--- config.mk ---
export PLATFORM = sky130hd
export DESIGN_NAME = keyed_block_transposition
export DESIGN_NICKNAME = d
export VERILOG_FILES = /design/src/kbt_pkg.sv /design/src/kbt_cfg.sv /design/src/kbt_front.sv /design/src/kbt_fifo.sv /design/src/kbt_back.sv /design/src/keyed_block_transposition.sv
export SDC_FILE = /design/constraint.sdc
export NUM_CORES = 1
export LEC_CHECK = 0
export ABC_AREA = 1
export BUFFER_PORTS_ARGS = -buffer_cell sky130_fd_sc_hd__buf_2
export CAP_MARGIN = 20
export CELL_PAD_IN_SITES_DETAIL_PLACEMENT = 1
export CELL_PAD_IN_SITES_GLOBAL_PLACEMENT = 1
export CORE_MARGIN = 2
export CORE_UTILIZATION = 49
export CTS_CLUSTER_DIAMETER = 80
export CTS_CLUSTER_SIZE = 25
export DETAILED_ROUTE_END_ITERATION = 8
export MAX_ROUTING_LAYER = met4
export PLACE_DENSITY_LB_ADDON = 0.05
export SYNTH_ARGS = -nofsm -noshare
export SYNTH_HDL_FRONTEND = slang
export SYNTH_SLANG_ARGS = --single-unit
--- constraint.sdc ---
create_clock -name clk -period 5.52 [get_ports clk]
set_input_delay 0.552 -clock clk [delete_from_list [all_inputs] [get_ports clk]]
set_output_delay 0.552 -clock clk [all_outputs]
set_load 0.01 [all_outputs]
--- src/kbt_pkg.sv ---
// Shared constants and types for the keyed block transposition.
// No dependencies; every other file of the block imports this package.
package kbt_pkg;

	localparam int KEY_MAX = 12;
	localparam int CODE_W = 5;
	localparam int LEN_W = 4;
	localparam int IDX_W = $clog2(KEY_MAX);
	localparam int KEY_W = KEY_MAX * CODE_W;
	localparam int APB_AW = 4;
	localparam int APB_DW = 64;

	localparam logic [CODE_W-1:0] PAD_CODE = 5'd30;

	// register index, taken from paddr[APB_AW-1] (8-byte stride)
	localparam logic REG_KEY_LETTERS = 1'b0;
	localparam logic REG_KEY_LENGTH = 1'b1;

	typedef logic [CODE_W-1:0] code_t;
	typedef logic [LEN_W-1:0] len_t;
	typedef len_t [KEY_MAX-1:0] rank_tab_t;

	typedef struct packed {
		code_t [KEY_MAX-1:0] letters;
		len_t fill;
	} block_t;

endpackage

--- src/kbt_cfg.sv ---
// Configuration registers (APB) and the per-column rank table derived from the key.
// Depends on kbt_pkg.
module kbt_cfg (
	input logic clk,
	input logic arst_n,
	input logic psel,
	input logic penable,
	input logic pwrite,
	input logic [kbt_pkg::APB_AW-1:0] paddr,
	input logic [kbt_pkg::APB_DW-1:0] pwdata,
	output logic [kbt_pkg::APB_DW-1:0] prdata,
	output logic pready,
	output kbt_pkg::len_t eff_len,
	output kbt_pkg::rank_tab_t rank_tab
);
	import kbt_pkg::*;

	logic [KEY_W-1:0] key_q;
	len_t len_q;
	logic wr_en;
	code_t [KEY_MAX-1:0] key;
	logic [KEY_MAX-1:0] below [KEY_MAX];
	rank_tab_t rank_d;
	rank_tab_t rank_q;

	assign pready = 1'b1;
	assign wr_en = psel & penable & pwrite & pready;

	always_ff @(posedge clk or negedge arst_n) begin
		if (!arst_n) begin
			key_q <= '0;
			len_q <= LEN_W'(1);
		end else if (wr_en) begin
			unique case (paddr[APB_AW-1])
				REG_KEY_LETTERS: key_q <= pwdata[KEY_W-1:0];
				REG_KEY_LENGTH:  len_q <= pwdata[LEN_W-1:0];
				default: ;
			endcase
		end
	end

	always_comb begin
		unique case (paddr[APB_AW-1])
			REG_KEY_LETTERS: prdata = APB_DW'(key_q);
			REG_KEY_LENGTH:  prdata = APB_DW'(len_q);
			default:         prdata = '0;
		endcase
	end

	// zero acts as one, anything above KEY_MAX is clamped
	always_comb begin
		if (len_q == '0)
			eff_len = LEN_W'(1);
		else if (len_q > LEN_W'(KEY_MAX))
			eff_len = LEN_W'(KEY_MAX);
		else
			eff_len = len_q;
	end

	// rank of column j: key letters below it, equal letters to its left count too
	always_comb begin
		for (int j = 0; j < KEY_MAX; j++) begin
			key[j] = key_q[j*CODE_W +: CODE_W];
		end
		for (int j = 0; j < KEY_MAX; j++) begin
			for (int i = 0; i < KEY_MAX; i++) begin
				below[j][i] = (LEN_W'(i) < eff_len) &&
					((key[i] < key[j]) || ((key[i] == key[j]) && (i < j)));
			end
			rank_d[j] = LEN_W'($countones(below[j]));
		end
	end

	always_ff @(posedge clk or negedge arst_n) begin
		if (!arst_n)
			rank_q <= '0;
		else
			rank_q <= rank_d;
	end

	assign rank_tab = rank_q;

endmodule

--- src/kbt_front.sv ---
// Front end: accepts letters, gathers a block and hands finished blocks to the queue.
// Depends on kbt_pkg.
module kbt_front (
	input logic clk,
	input logic arst_n,
	input logic in_valid,
	output logic in_stall,
	input kbt_pkg::code_t letter_code,
	input logic message_end,
	input kbt_pkg::len_t eff_len,
	input logic fifo_full,
	output logic push,
	output kbt_pkg::block_t push_blk
);
	import kbt_pkg::*;

	code_t [KEY_MAX-1:0] gather_q;
	len_t fill_q;
	code_t [KEY_MAX-1:0] gather_nxt;
	len_t fill_nxt;
	logic accept;
	logic emit;

	assign in_stall = fifo_full;
	assign accept = in_valid & ~fifo_full;

	always_comb begin
		gather_nxt = gather_q;
		fill_nxt = fill_q;
		// letters past KEY_MAX are dropped, count saturates
		if (fill_q < LEN_W'(KEY_MAX)) begin
			gather_nxt[fill_q[IDX_W-1:0]] = letter_code;
			fill_nxt = fill_q + LEN_W'(1);
		end
		emit = message_end || (fill_nxt >= eff_len);
	end

	assign push = accept & emit;
	assign push_blk = '{letters: gather_nxt, fill: fill_nxt};

	always_ff @(posedge clk or negedge arst_n) begin
		if (!arst_n)
			fill_q <= '0;
		else if (accept)
			fill_q <= emit ? '0 : fill_nxt;
	end

	always_ff @(posedge clk) begin
		if (accept)
			gather_q <= gather_nxt;
	end

endmodule

--- src/kbt_fifo.sv ---
// Two-entry block queue between the front end and the emit unit.
// Depends on kbt_pkg.
module kbt_fifo (
	input logic clk,
	input logic arst_n,
	input logic push,
	input kbt_pkg::block_t push_blk,
	input logic pop,
	output logic head_valid,
	output kbt_pkg::block_t head_blk,
	output logic full
);
	import kbt_pkg::*;

	block_t ent_q [2];
	logic wr_ptr_q;
	logic rd_ptr_q;
	logic [1:0] cnt_q;

	assign head_valid = (cnt_q != 2'd0);
	assign full = (cnt_q == 2'd2);
	assign head_blk = ent_q[rd_ptr_q];

	always_ff @(posedge clk or negedge arst_n) begin
		if (!arst_n) begin
			wr_ptr_q <= 1'b0;
			rd_ptr_q <= 1'b0;
			cnt_q <= 2'd0;
		end else begin
			if (push)
				wr_ptr_q <= ~wr_ptr_q;
			if (pop)
				rd_ptr_q <= ~rd_ptr_q;
			case ({push, pop})
				2'b10:   cnt_q <= cnt_q + 2'd1;
				2'b01:   cnt_q <= cnt_q - 2'd1;
				default: cnt_q <= cnt_q;
			endcase
		end
	end

	always_ff @(posedge clk) begin
		if (push)
			ent_q[wr_ptr_q] <= push_blk;
	end

endmodule

--- src/kbt_back.sv ---
// Emit unit: walks output positions of the head block and drives the output register.
// Depends on kbt_pkg.
module kbt_back (
	input logic clk,
	input logic arst_n,
	input logic head_valid,
	input kbt_pkg::block_t head_blk,
	input kbt_pkg::len_t eff_len,
	input kbt_pkg::rank_tab_t rank_tab,
	output logic pop,
	output logic out_valid,
	input logic out_stall,
	output kbt_pkg::code_t cipher_code,
	output logic block_last
);
	import kbt_pkg::*;

	len_t pos_q;
	logic out_valid_q;
	code_t cipher_code_q;
	logic block_last_q;
	logic advance;
	logic load;
	logic at_end;
	logic [KEY_MAX-1:0] hit;
	code_t sel_code;

	assign advance = ~out_valid_q | ~out_stall;
	assign load = head_valid & advance;
	assign at_end = (pos_q == eff_len - LEN_W'(1));
	assign pop = load & at_end;

	// column whose rank equals the current output position; unfilled columns pad
	always_comb begin
		sel_code = '0;
		for (int j = 0; j < KEY_MAX; j++) begin
			hit[j] = (LEN_W'(j) < eff_len) && (rank_tab[j] == pos_q);
			if (hit[j])
				sel_code = sel_code |
					((LEN_W'(j) < head_blk.fill) ? head_blk.letters[j] : PAD_CODE);
		end
	end

	always_ff @(posedge clk or negedge arst_n) begin
		if (!arst_n) begin
			out_valid_q <= 1'b0;
			pos_q <= '0;
		end else begin
			if (advance)
				out_valid_q <= head_valid;
			if (load)
				pos_q <= at_end ? '0 : pos_q + LEN_W'(1);
		end
	end

	always_ff @(posedge clk) begin
		if (load) begin
			cipher_code_q <= sel_code;
			block_last_q <= at_end;
		end
	end

	assign out_valid = out_valid_q;
	assign cipher_code = cipher_code_q;
	assign block_last = block_last_q;

`ifndef SYNTHESIS
	a_pos_idle: assert property (@(posedge clk) disable iff (!arst_n)
		!head_valid |-> (pos_q == '0))
		else $error("output position not at start with no block queued");

	a_one_column: assert property (@(posedge clk) disable iff (!arst_n)
		head_valid |-> $onehot(hit))
		else $error("output position does not map to exactly one column");

	a_out_from_block: assert property (@(posedge clk) disable iff (!arst_n)
		$rose(out_valid_q) |-> $past(head_valid))
		else $error("result raised without a queued block");
`endif

endmodule

--- src/keyed_block_transposition.sv ---
// Top level of the keyed block transposition: APB registers, front end, queue, emit unit.
// Depends on kbt_pkg, kbt_cfg, kbt_front, kbt_fifo, kbt_back.
//
//  channel  | handshake            | payload
//  ---------+----------------------+---------------------------
//  input    | in_valid / in_stall  | letter_code, message_end
//  output   | out_valid / out_stall| cipher_code, block_last
//  config   | APB psel/penable     | paddr, pwdata / prdata
//
// One letter is taken per cycle while the two-block queue has room; a block of
// eff_len results leaves the emit unit at one result per cycle while out_stall is low.
// A closing letter puts its block in the queue; results leave via the output register.
// The rank table follows a key write through key_q and then the rank_q register.
// Reset clears counters, handshake, key, length and rank table; no clearing pass is needed.
// in_stall is high only while the queue holds two blocks; out_stall holds the output register.
module keyed_block_transposition (
	input logic clk,
	input logic arst_n,
	input logic psel,
	input logic penable,
	input logic pwrite,
	input logic [kbt_pkg::APB_AW-1:0] paddr,
	input logic [kbt_pkg::APB_DW-1:0] pwdata,
	output logic [kbt_pkg::APB_DW-1:0] prdata,
	output logic pready,
	input logic in_valid,
	output logic in_stall,
	input logic [kbt_pkg::CODE_W-1:0] letter_code,
	input logic message_end,
	output logic out_valid,
	input logic out_stall,
	output logic [kbt_pkg::CODE_W-1:0] cipher_code,
	output logic block_last
);
	import kbt_pkg::*;

	len_t eff_len;
	rank_tab_t rank_tab;
	logic push;
	block_t push_blk;
	logic pop;
	logic head_valid;
	block_t head_blk;
	logic fifo_full;

	kbt_cfg u_cfg (
		.clk      (clk),
		.arst_n   (arst_n),
		.psel     (psel),
		.penable  (penable),
		.pwrite   (pwrite),
		.paddr    (paddr),
		.pwdata   (pwdata),
		.prdata   (prdata),
		.pready   (pready),
		.eff_len  (eff_len),
		.rank_tab (rank_tab)
	);

	kbt_front u_front (
		.clk         (clk),
		.arst_n      (arst_n),
		.in_valid    (in_valid),
		.in_stall    (in_stall),
		.letter_code (letter_code),
		.message_end (message_end),
		.eff_len     (eff_len),
		.fifo_full   (fifo_full),
		.push        (push),
		.push_blk    (push_blk)
	);

	kbt_fifo u_fifo (
		.clk        (clk),
		.arst_n     (arst_n),
		.push       (push),
		.push_blk   (push_blk),
		.pop        (pop),
		.head_valid (head_valid),
		.head_blk   (head_blk),
		.full       (fifo_full)
	);

	kbt_back u_back (
		.clk         (clk),
		.arst_n      (arst_n),
		.head_valid  (head_valid),
		.head_blk    (head_blk),
		.eff_len     (eff_len),
		.rank_tab    (rank_tab),
		.pop         (pop),
		.out_valid   (out_valid),
		.out_stall   (out_stall),
		.cipher_code (cipher_code),
		.block_last  (block_last)
	);

endmodule

# --- Yosys cells after proc, flatten, opt, wreduce, memory -nomap -nowiden ---
# Memories as Yosys holds them, arrays and structs flattened.
# Cells that the tools add are included.
word_totals:
  regBits: 191
  mem_bits_rw: 128
  in_bits: 81
  out_inout_bits: 73
  word_cells: 717
  memories: 1
mem_list:
  columns: ["name", "depth", "word_bits", "read_ports", "rd_ports_with_merged_regs", "wr", "line", "source"]
  rows:
  - ["u_fifo.ent_q", 2, 64, 1, 0, 1, "kbt_fifo.sv:15", "block_t ent_q [2];"]
classes:
  addsub: 137
  magnitude_cmp: 173
  eq_ne: 82
  n_mux: 37
  bitwise: 24
  n_reduce_logical: 229
ops:
  columns: ["op", "n"]
  rows:
  - ["$lt 5x5->1", 144]
  - ["$eq 5x5->1", 66]
  - ["$add 4x4->4", 50]
  - ["$logic_and 1x1->1", 157]
  - ["$add 1x1->2", 72]
  - ["$pmux 64 s2", 1]
  - ["$mux 5", 25]
  - ["$logic_or 1x1->1", 67]
  - ["$bwmux 60", 1]
  - ["$mux 60", 1]
  - ["$or 5x5->5", 11]
  - ["$eq 4x4->1", 13]
  - ["$lt 3x4->1 const A", 8]
  - ["$lt 4x4->1 const A", 8]
  - ["$demux 5 s4", 1]
  - ["$mux 4", 5]
  - ["$add 2x2->3", 6]
  - ["$lt 1x4->1 const A", 4]
  - ["$lt 2x4->1 const A", 4]
  - ["$add 3x3->4", 2]
  - ["$add 4x1->4 const B", 2]
  - ["$add 4x3->4", 2]
  - ["$and 1x1->1", 6]
  - ["$not 1->1", 6]
  - ["other kinds (16)", 20]

# --- Depth between registers and ports, before layout ---
logic_depth:
  word_depth: 28
  mapped_depth: 22
  mapped_depth_nobuf: 20

# --- By module ---
# A second synthesis with hierarchy kept.
hier_totals:
  cells_unflattened: 3192
  hier_area_um2: 26126.3
modules_own_cells:
  columns: ["module", "instances", "cells_each", "area_per_inst_um2", "seq_area_each_um2"]
  rows:
  - ["kbt_cfg", 1, 2083, 15584.9, 2803.9]
  - ["kbt_fifo", 1, 358, 4989.8, 3943.8]
  - ["kbt_front", 1, 271, 2919.0, 1901.8]
  - ["kbt_back", 1, 480, 2632.5, 305.3]

# --- Worst setup path before layout ---
# OpenSTA, ideal clock, no wires.
synth_path:
  path_type: "reg-to-reg"
  start: "register u_front.fill_q[0]"
  end: "memory u_fifo.ent_q[1][0] in the netlist's numbering (enable)"
  setup_time_ns: 0.486
  arrival_time_ns: 4.425
  required_ns: 5.034
  path_slack_ns: 0.609
  path_stages_with_launch: 12
  path_buffers: 0
  synth_period_minus_slack_ns: 4.911
  cell_sequence: "dfrtp_1 > inv_1 > ha_1 > nand2_1 > o21ai_0 > ha_1 > o21ai_0 > a21boi_0 > o21ai_0 > nand2_1 > nand2_1 > nor2_1"
synth_rtl:
  columns: ["item", "line", "source"]
  rows:
  - ["from (decl)", "kbt_front.sv:18", "len_t fill_q;"]
  - ["from (signal assigned)", "kbt_front.sv:45", "fill_q <= emit ? '0 : fill_nxt;"]
  - ["to (decl)", "kbt_fifo.sv:15", null]

==> impl_table.tex <==
\begin{tabular}{lr}
\hline
Metric & Value \\
\hline
\multicolumn{2}{l}{\textbf{Floorplan}} \\
\quad Placeable Area & 50200 sq um \\
\quad Effective utilization at floorplan & 49.6\% \\
\quad Die Wd & 229 um \\
\quad Total I/O pin count & around 150 \\
\quad Placement row count & between 80 and 90 \\
\quad Overall die height & 229 um \\
\quad Die area & around 53000 sq um \\
\multicolumn{2}{l}{\textbf{Global route}} \\
\quad Via count of the first global-routing pass & about 22000 \\
\quad Antenna violations before repair & 0 \\
\quad Aggregate global-route resource usage & between 30\% and 40\% \\
\quad Global-route wire length before repair & $\sim$130 mm \\
\quad Final global-route overflow total & 0 \\
\quad Largest net degree at the start of global routing & 78 \\
\multicolumn{2}{l}{\textbf{Layout}} \\
\quad Fraction of final layout cells with drive strength greater than 1 & 9.68\% \\
\quad Area taken by flip-flops and latches & between 8000 and 9000 sq um \\
\quad Final net count & $\sim$3500 \\
\quad Number of antenna repair diodes & 0 \\
\quad Filler instances & just under 6000 \\
\quad Multi-input logic area & approximately 14000 sq um \\
\quad Most common cell after layout, fill and taps aside & sky130\_fd\_sc\_hd\_\_nand2\_1 \\
\quad Area Growth Syn to Fin & 9.87\% \\
\quad Highest-count cells in the layout ignoring fill and taps & 528 x sky130\_fd\_sc\_hd\_\_nand2\_1, 452 x sky130\_fd\_sc\_hd\_\_ha\_1, 321 x sky130\_fd\_sc\_hd\_\_nor2\_1, 301 x sky130\_fd\_sc\_hd\_\_inv\_1, 231 x sky130\_fd\_sc\_hd\_\_a21oi\_1 \\
\multicolumn{2}{l}{\textbf{Power and ir drop}} \\
\quad Power after layout & between 10 and 15 mW \\
\quad Static power due to leakage & 13.6 nW \\
\quad Power per standard cell area & 544 nW/um\^{}2 \\
\quad Reported net switching power & 7.26 mW \\
\quad Maximum ir drop on the vdd rail & between 0.3 and 0.4 mV \\
\quad Relative contribution of sequential cells to total power & a little over a quarter \\
\quad Combinational fraction of design power & $\sim$60\% \\
\quad Clock share of power & 12.4\% \\
\quad Power Internal & 7.61 mW \\
\quad Switching portion of total power & between 40\% and 50\% \\
\multicolumn{2}{l}{\textbf{Worst setup path}} \\
\quad Critical Path End Type & flip-flop \\
\quad Worst EP required & 5960 ps \\
\quad Start-to-end type of the worst setup path & flip-flop to flip-flop \\
\quad Critical-path cell list & inv\_1, ha\_1, a21oi\_1, o221ai\_1, o21ai\_0, fa\_1, fa\_1, fa\_1, inv\_1, fa\_1, ha\_1, inv\_1, fa\_1, xnor2\_1 \\
\quad Buffering stage count on the worst path with inverters included & 3 \\
\quad Most Frequent Cell on Critical Path & sky130\_fd\_sc\_hd\_\_fa\_1 \\
\quad Critical Path Slowest Stage Cell & sky130\_fd\_sc\_hd\_\_fa\_1 \\
\quad Nature of the critical path startpoint & flip-flop \\
\quad Family with the most delay on the worst path & adder cells \\
\quad Slowest stage delay, CP & roughly 560 ps \\
\quad R2R Setup Slk & 300 ps \\
\quad Critical Path AT & between 5000 and 6000 ps \\
\quad Maximum fanout along the worst path & 7 \\
\multicolumn{2}{l}{\textbf{STA}} \\
\quad Total count of max-transition violations in the final report & 0 \\
\quad Setup TNS & 0 ps \\
\quad Share of the cycle needed by the critical path after routing & between 90\% and 100\% \\
\quad Clock skew & between 40 and 50 ps \\
\quad Total count of hold-check failures in the final report & 0 \\
\quad \# setup viols final & 0 \\
\quad Maximum clock frequency & $\sim$0.19 GHz \\
\quad Time the worst path needs with I/O delays and setup & $\sim$5200 ps \\
\quad Slew at the pin closest to its max-slew limit & a little under 1000 ps \\
\quad Rel. slew slack & between 30\% and 40\% \\
\quad Setup repair after global routing missed its margin & no \\
\multicolumn{2}{l}{\textbf{Routing}} \\
\quad Violation count after the first detailed-routing iteration & roughly 1200 \\
\quad Number of design rule violations left after detail routing & 0 \\
\quad Final wirelength & roughly 84 mm \\
\quad Count of vias placed by the detailed router & between 20000 and 25000 \\
\quad Via density per instance & $\sim$5.7 \\
\quad Wirelength per Cell & 23.3 um \\
\quad DRT antenna net count & 0 \\
\quad Drt first pass iters & 6 \\
\multicolumn{2}{l}{\textbf{Yosys}} \\
\quad Cell Area, Synth & between 20000 and 25000 sq um \\
\quad Share of async-settable or async-resettable flops after synthesis & roughly two fifths \\
\quad Prevailing post-synth register cell & sky130\_fd\_sc\_hd\_\_edfxtp\_1 \\
\quad Register area share after synthesis & 36.0\% \\
\quad Count of synthesis-stage warnings from yosys & 0 \\
\quad Mapped Avg Cell Area & 9.08 sq um \\
\quad Instance count of the mapped netlist & 2740 \\
\quad Number of flip-flops and latches in the synthesized netlist & between 300 and 400 \\
\quad Number of synthesized flops with an enable pin & 194 \\
\quad Yosys cell types & 48 \\
\multicolumn{2}{l}{\textbf{Placement}} \\
\quad Total of buffers placed on input and output ports & roughly 140 \\
\quad Detailed-placement wirelength estimate & about 65 mm \\
\quad GPL Wtd Cong & between 1 and 1.5 \\
\multicolumn{2}{l}{\textbf{Flow run}} \\
\quad MaxCap Viol Count & 0 \\
\multicolumn{2}{l}{\textbf{Clock network}} \\
\quad Later-pin clock latency in the skew report & a little under 600 ps \\
\quad Clock slew at the register clock pins of the worst setup and hold paths & approximately 90 ps \\
\quad Hold Buf Count CTS & 0 \\
\quad TritonCTS clock tree & yes \\
\quad Clock buffers created by TritonCTS & 23 \\
\quad Max Root-Sink Buffers & 3 \\
\quad Number of post-CTS setup repair buffers & 0 \\
\quad Maximum level of the CTS H-tree & 1 \\
\quad Count of clock tree sinks & roughly 320 \\
\quad Clock Tree Root & sky130\_fd\_sc\_hd\_\_clkbuf\_16 \\
\quad \# resized after CTS & 0 \\
\multicolumn{2}{l}{\textbf{Run status}} \\
\quad Run status & finished, final reports clean \\
\multicolumn{2}{l}{\textbf{Min path}} \\
\quad Min-delay worst type & primary input to asynchronous set/reset pin \\
\hline
\end{tabular}
## through the flow
stage	hold WS [ps]	setup slack [ps]	instances	utilization, %	cell area (sq um)
4_1_cts	18.5	348	3596	54.5	27300
3_5_place_dp	485	426	3555	52.9	26500
3_3_place_gp	454	571	3555	52.9	26500
5_1_grt	44.6	204	3596	54.5	27300
6_report	17.9	300	3596	54.5	27300
2_1_floorplan	256	609	2743	-	24900
## final timing paths
kind	from	end	cells after the start
min in group clk	pwdata[13]	u_cfg.key[13]	3
max in group asynchronous	arst_n	u_front.fill_q[2]	2
setup / recovery	u_cfg.key[19]	u_cfg.rank_tab[38]	14
hold / removal	arst_n	u_cfg.key[16]	1
setup reg to reg	u_cfg.key[19]	u_cfg.rank_tab[38]	14
hold reg to reg	u_fifo.wr_ptr_q	u_fifo.wr_ptr_q	2
## synthesized netlist by cell type, types with 13 or more instances
cell type / n / area (sq um)
sky130_fd_sc_hd__a21oi_1: 231 / 1160
sky130_fd_sc_hd__fa_1: 69 / 1380
sky130_fd_sc_hd__nand4_1: 16 / 100
sky130_fd_sc_hd__mux2i_1: 32 / 320
sky130_fd_sc_hd__o21bai_1: 22 / 165
sky130_fd_sc_hd__o211ai_1: 27 / 203
sky130_fd_sc_hd__inv_1: 303 / 1140
sky130_fd_sc_hd__ha_1: 452 / 5660
sky130_fd_sc_hd__dfrtp_1: 124 / 3100
sky130_fd_sc_hd__nand2_1: 529 / 1990
sky130_fd_sc_hd__buf_2: 16 / 80.1
sky130_fd_sc_hd__clkbuf_1: 18 / 67.6
sky130_fd_sc_hd__xnor2_1: 41 / 359
sky130_fd_sc_hd__edfxtp_1: 194 / 5830
sky130_fd_sc_hd__buf_4: 13 / 97.6
sky130_fd_sc_hd__o311ai_0: 20 / 175
sky130_fd_sc_hd__nand3_1: 80 / 400
sky130_fd_sc_hd__o21ai_0: 110 / 551
sky130_fd_sc_hd__nor2_1: 322 / 1210
sky130_fd_sc_hd__xor2_1: 20 / 175
## cell families after synthesis
kind of cell,count (synthesis),share of synthesized area (%)
DFF,319,36.0
and+or+nand+nor,991,16.1
other,2,0.0302
AOI/OAI and AO/OA,439,9.99
adders and majority gates,521,28.3
muxes,32,1.29
xor gates and xnor gates,61,2.15
buffers and inverters,375,6.22
## registers in the layout, indices dropped and copies added, names as in the netlist, 2 cells and up
name / count
u_back.cipher_code: 5
u_back.pos_q: 4
u_cfg.key: 60
u_cfg.len_q: 4
u_cfg.rank_tab: 48
u_fifo.cnt_q: 2
u_fifo.ent_q: 128
u_front.fill_q: 4
u_front.gather_q: 60
## worst reg2reg max path: cells and delay by family (launching register included)
family,cells,cell delay (ps)
adders and majority gates,7,3120
AOI/OAI and AO/OA,3,960
DFF,1,510
buffers and inverters,3,370
xor gates and xnor gates,1,140
## area by class of cell
type / count / area share [%]
repair buffers: 199 / 4.20
multi-input cells: 2049 / 52.7
inverters: 316 / 4.35
clock buffers: 25 / 2.13
well taps: 672 / 3.08
clock inverters: 16 / 0.778
flip-flops and latches: 319 / 32.8
## per-layer routing
metal  GRT usage, %  up-vias  part of all wire [%]
met1           39.1    10200                    41
met3           2.47      190                   3.7
met2           58.3      489                    51
met5              -        -                     0
met4           14.3        0                   4.8
li1               -     9593                     -
## power groups by stage
stage / Combinational, mW / Clock (mW) / Sequential [mW]
2_1_floorplan: 6.01 / 0 / 3.84
3_3_place_gp: 8.25 / 0 / 4.00
3_5_place_dp: 8.90 / 0 / 4.04
4_1_cts: 9.05 / 1.90 / 3.99
5_1_grt: 10.2 / 1.98 / 4.06
6_report: 9.03 / 1.85 / 4.00
Note: power is estimated with default switching activity, not from simulation.
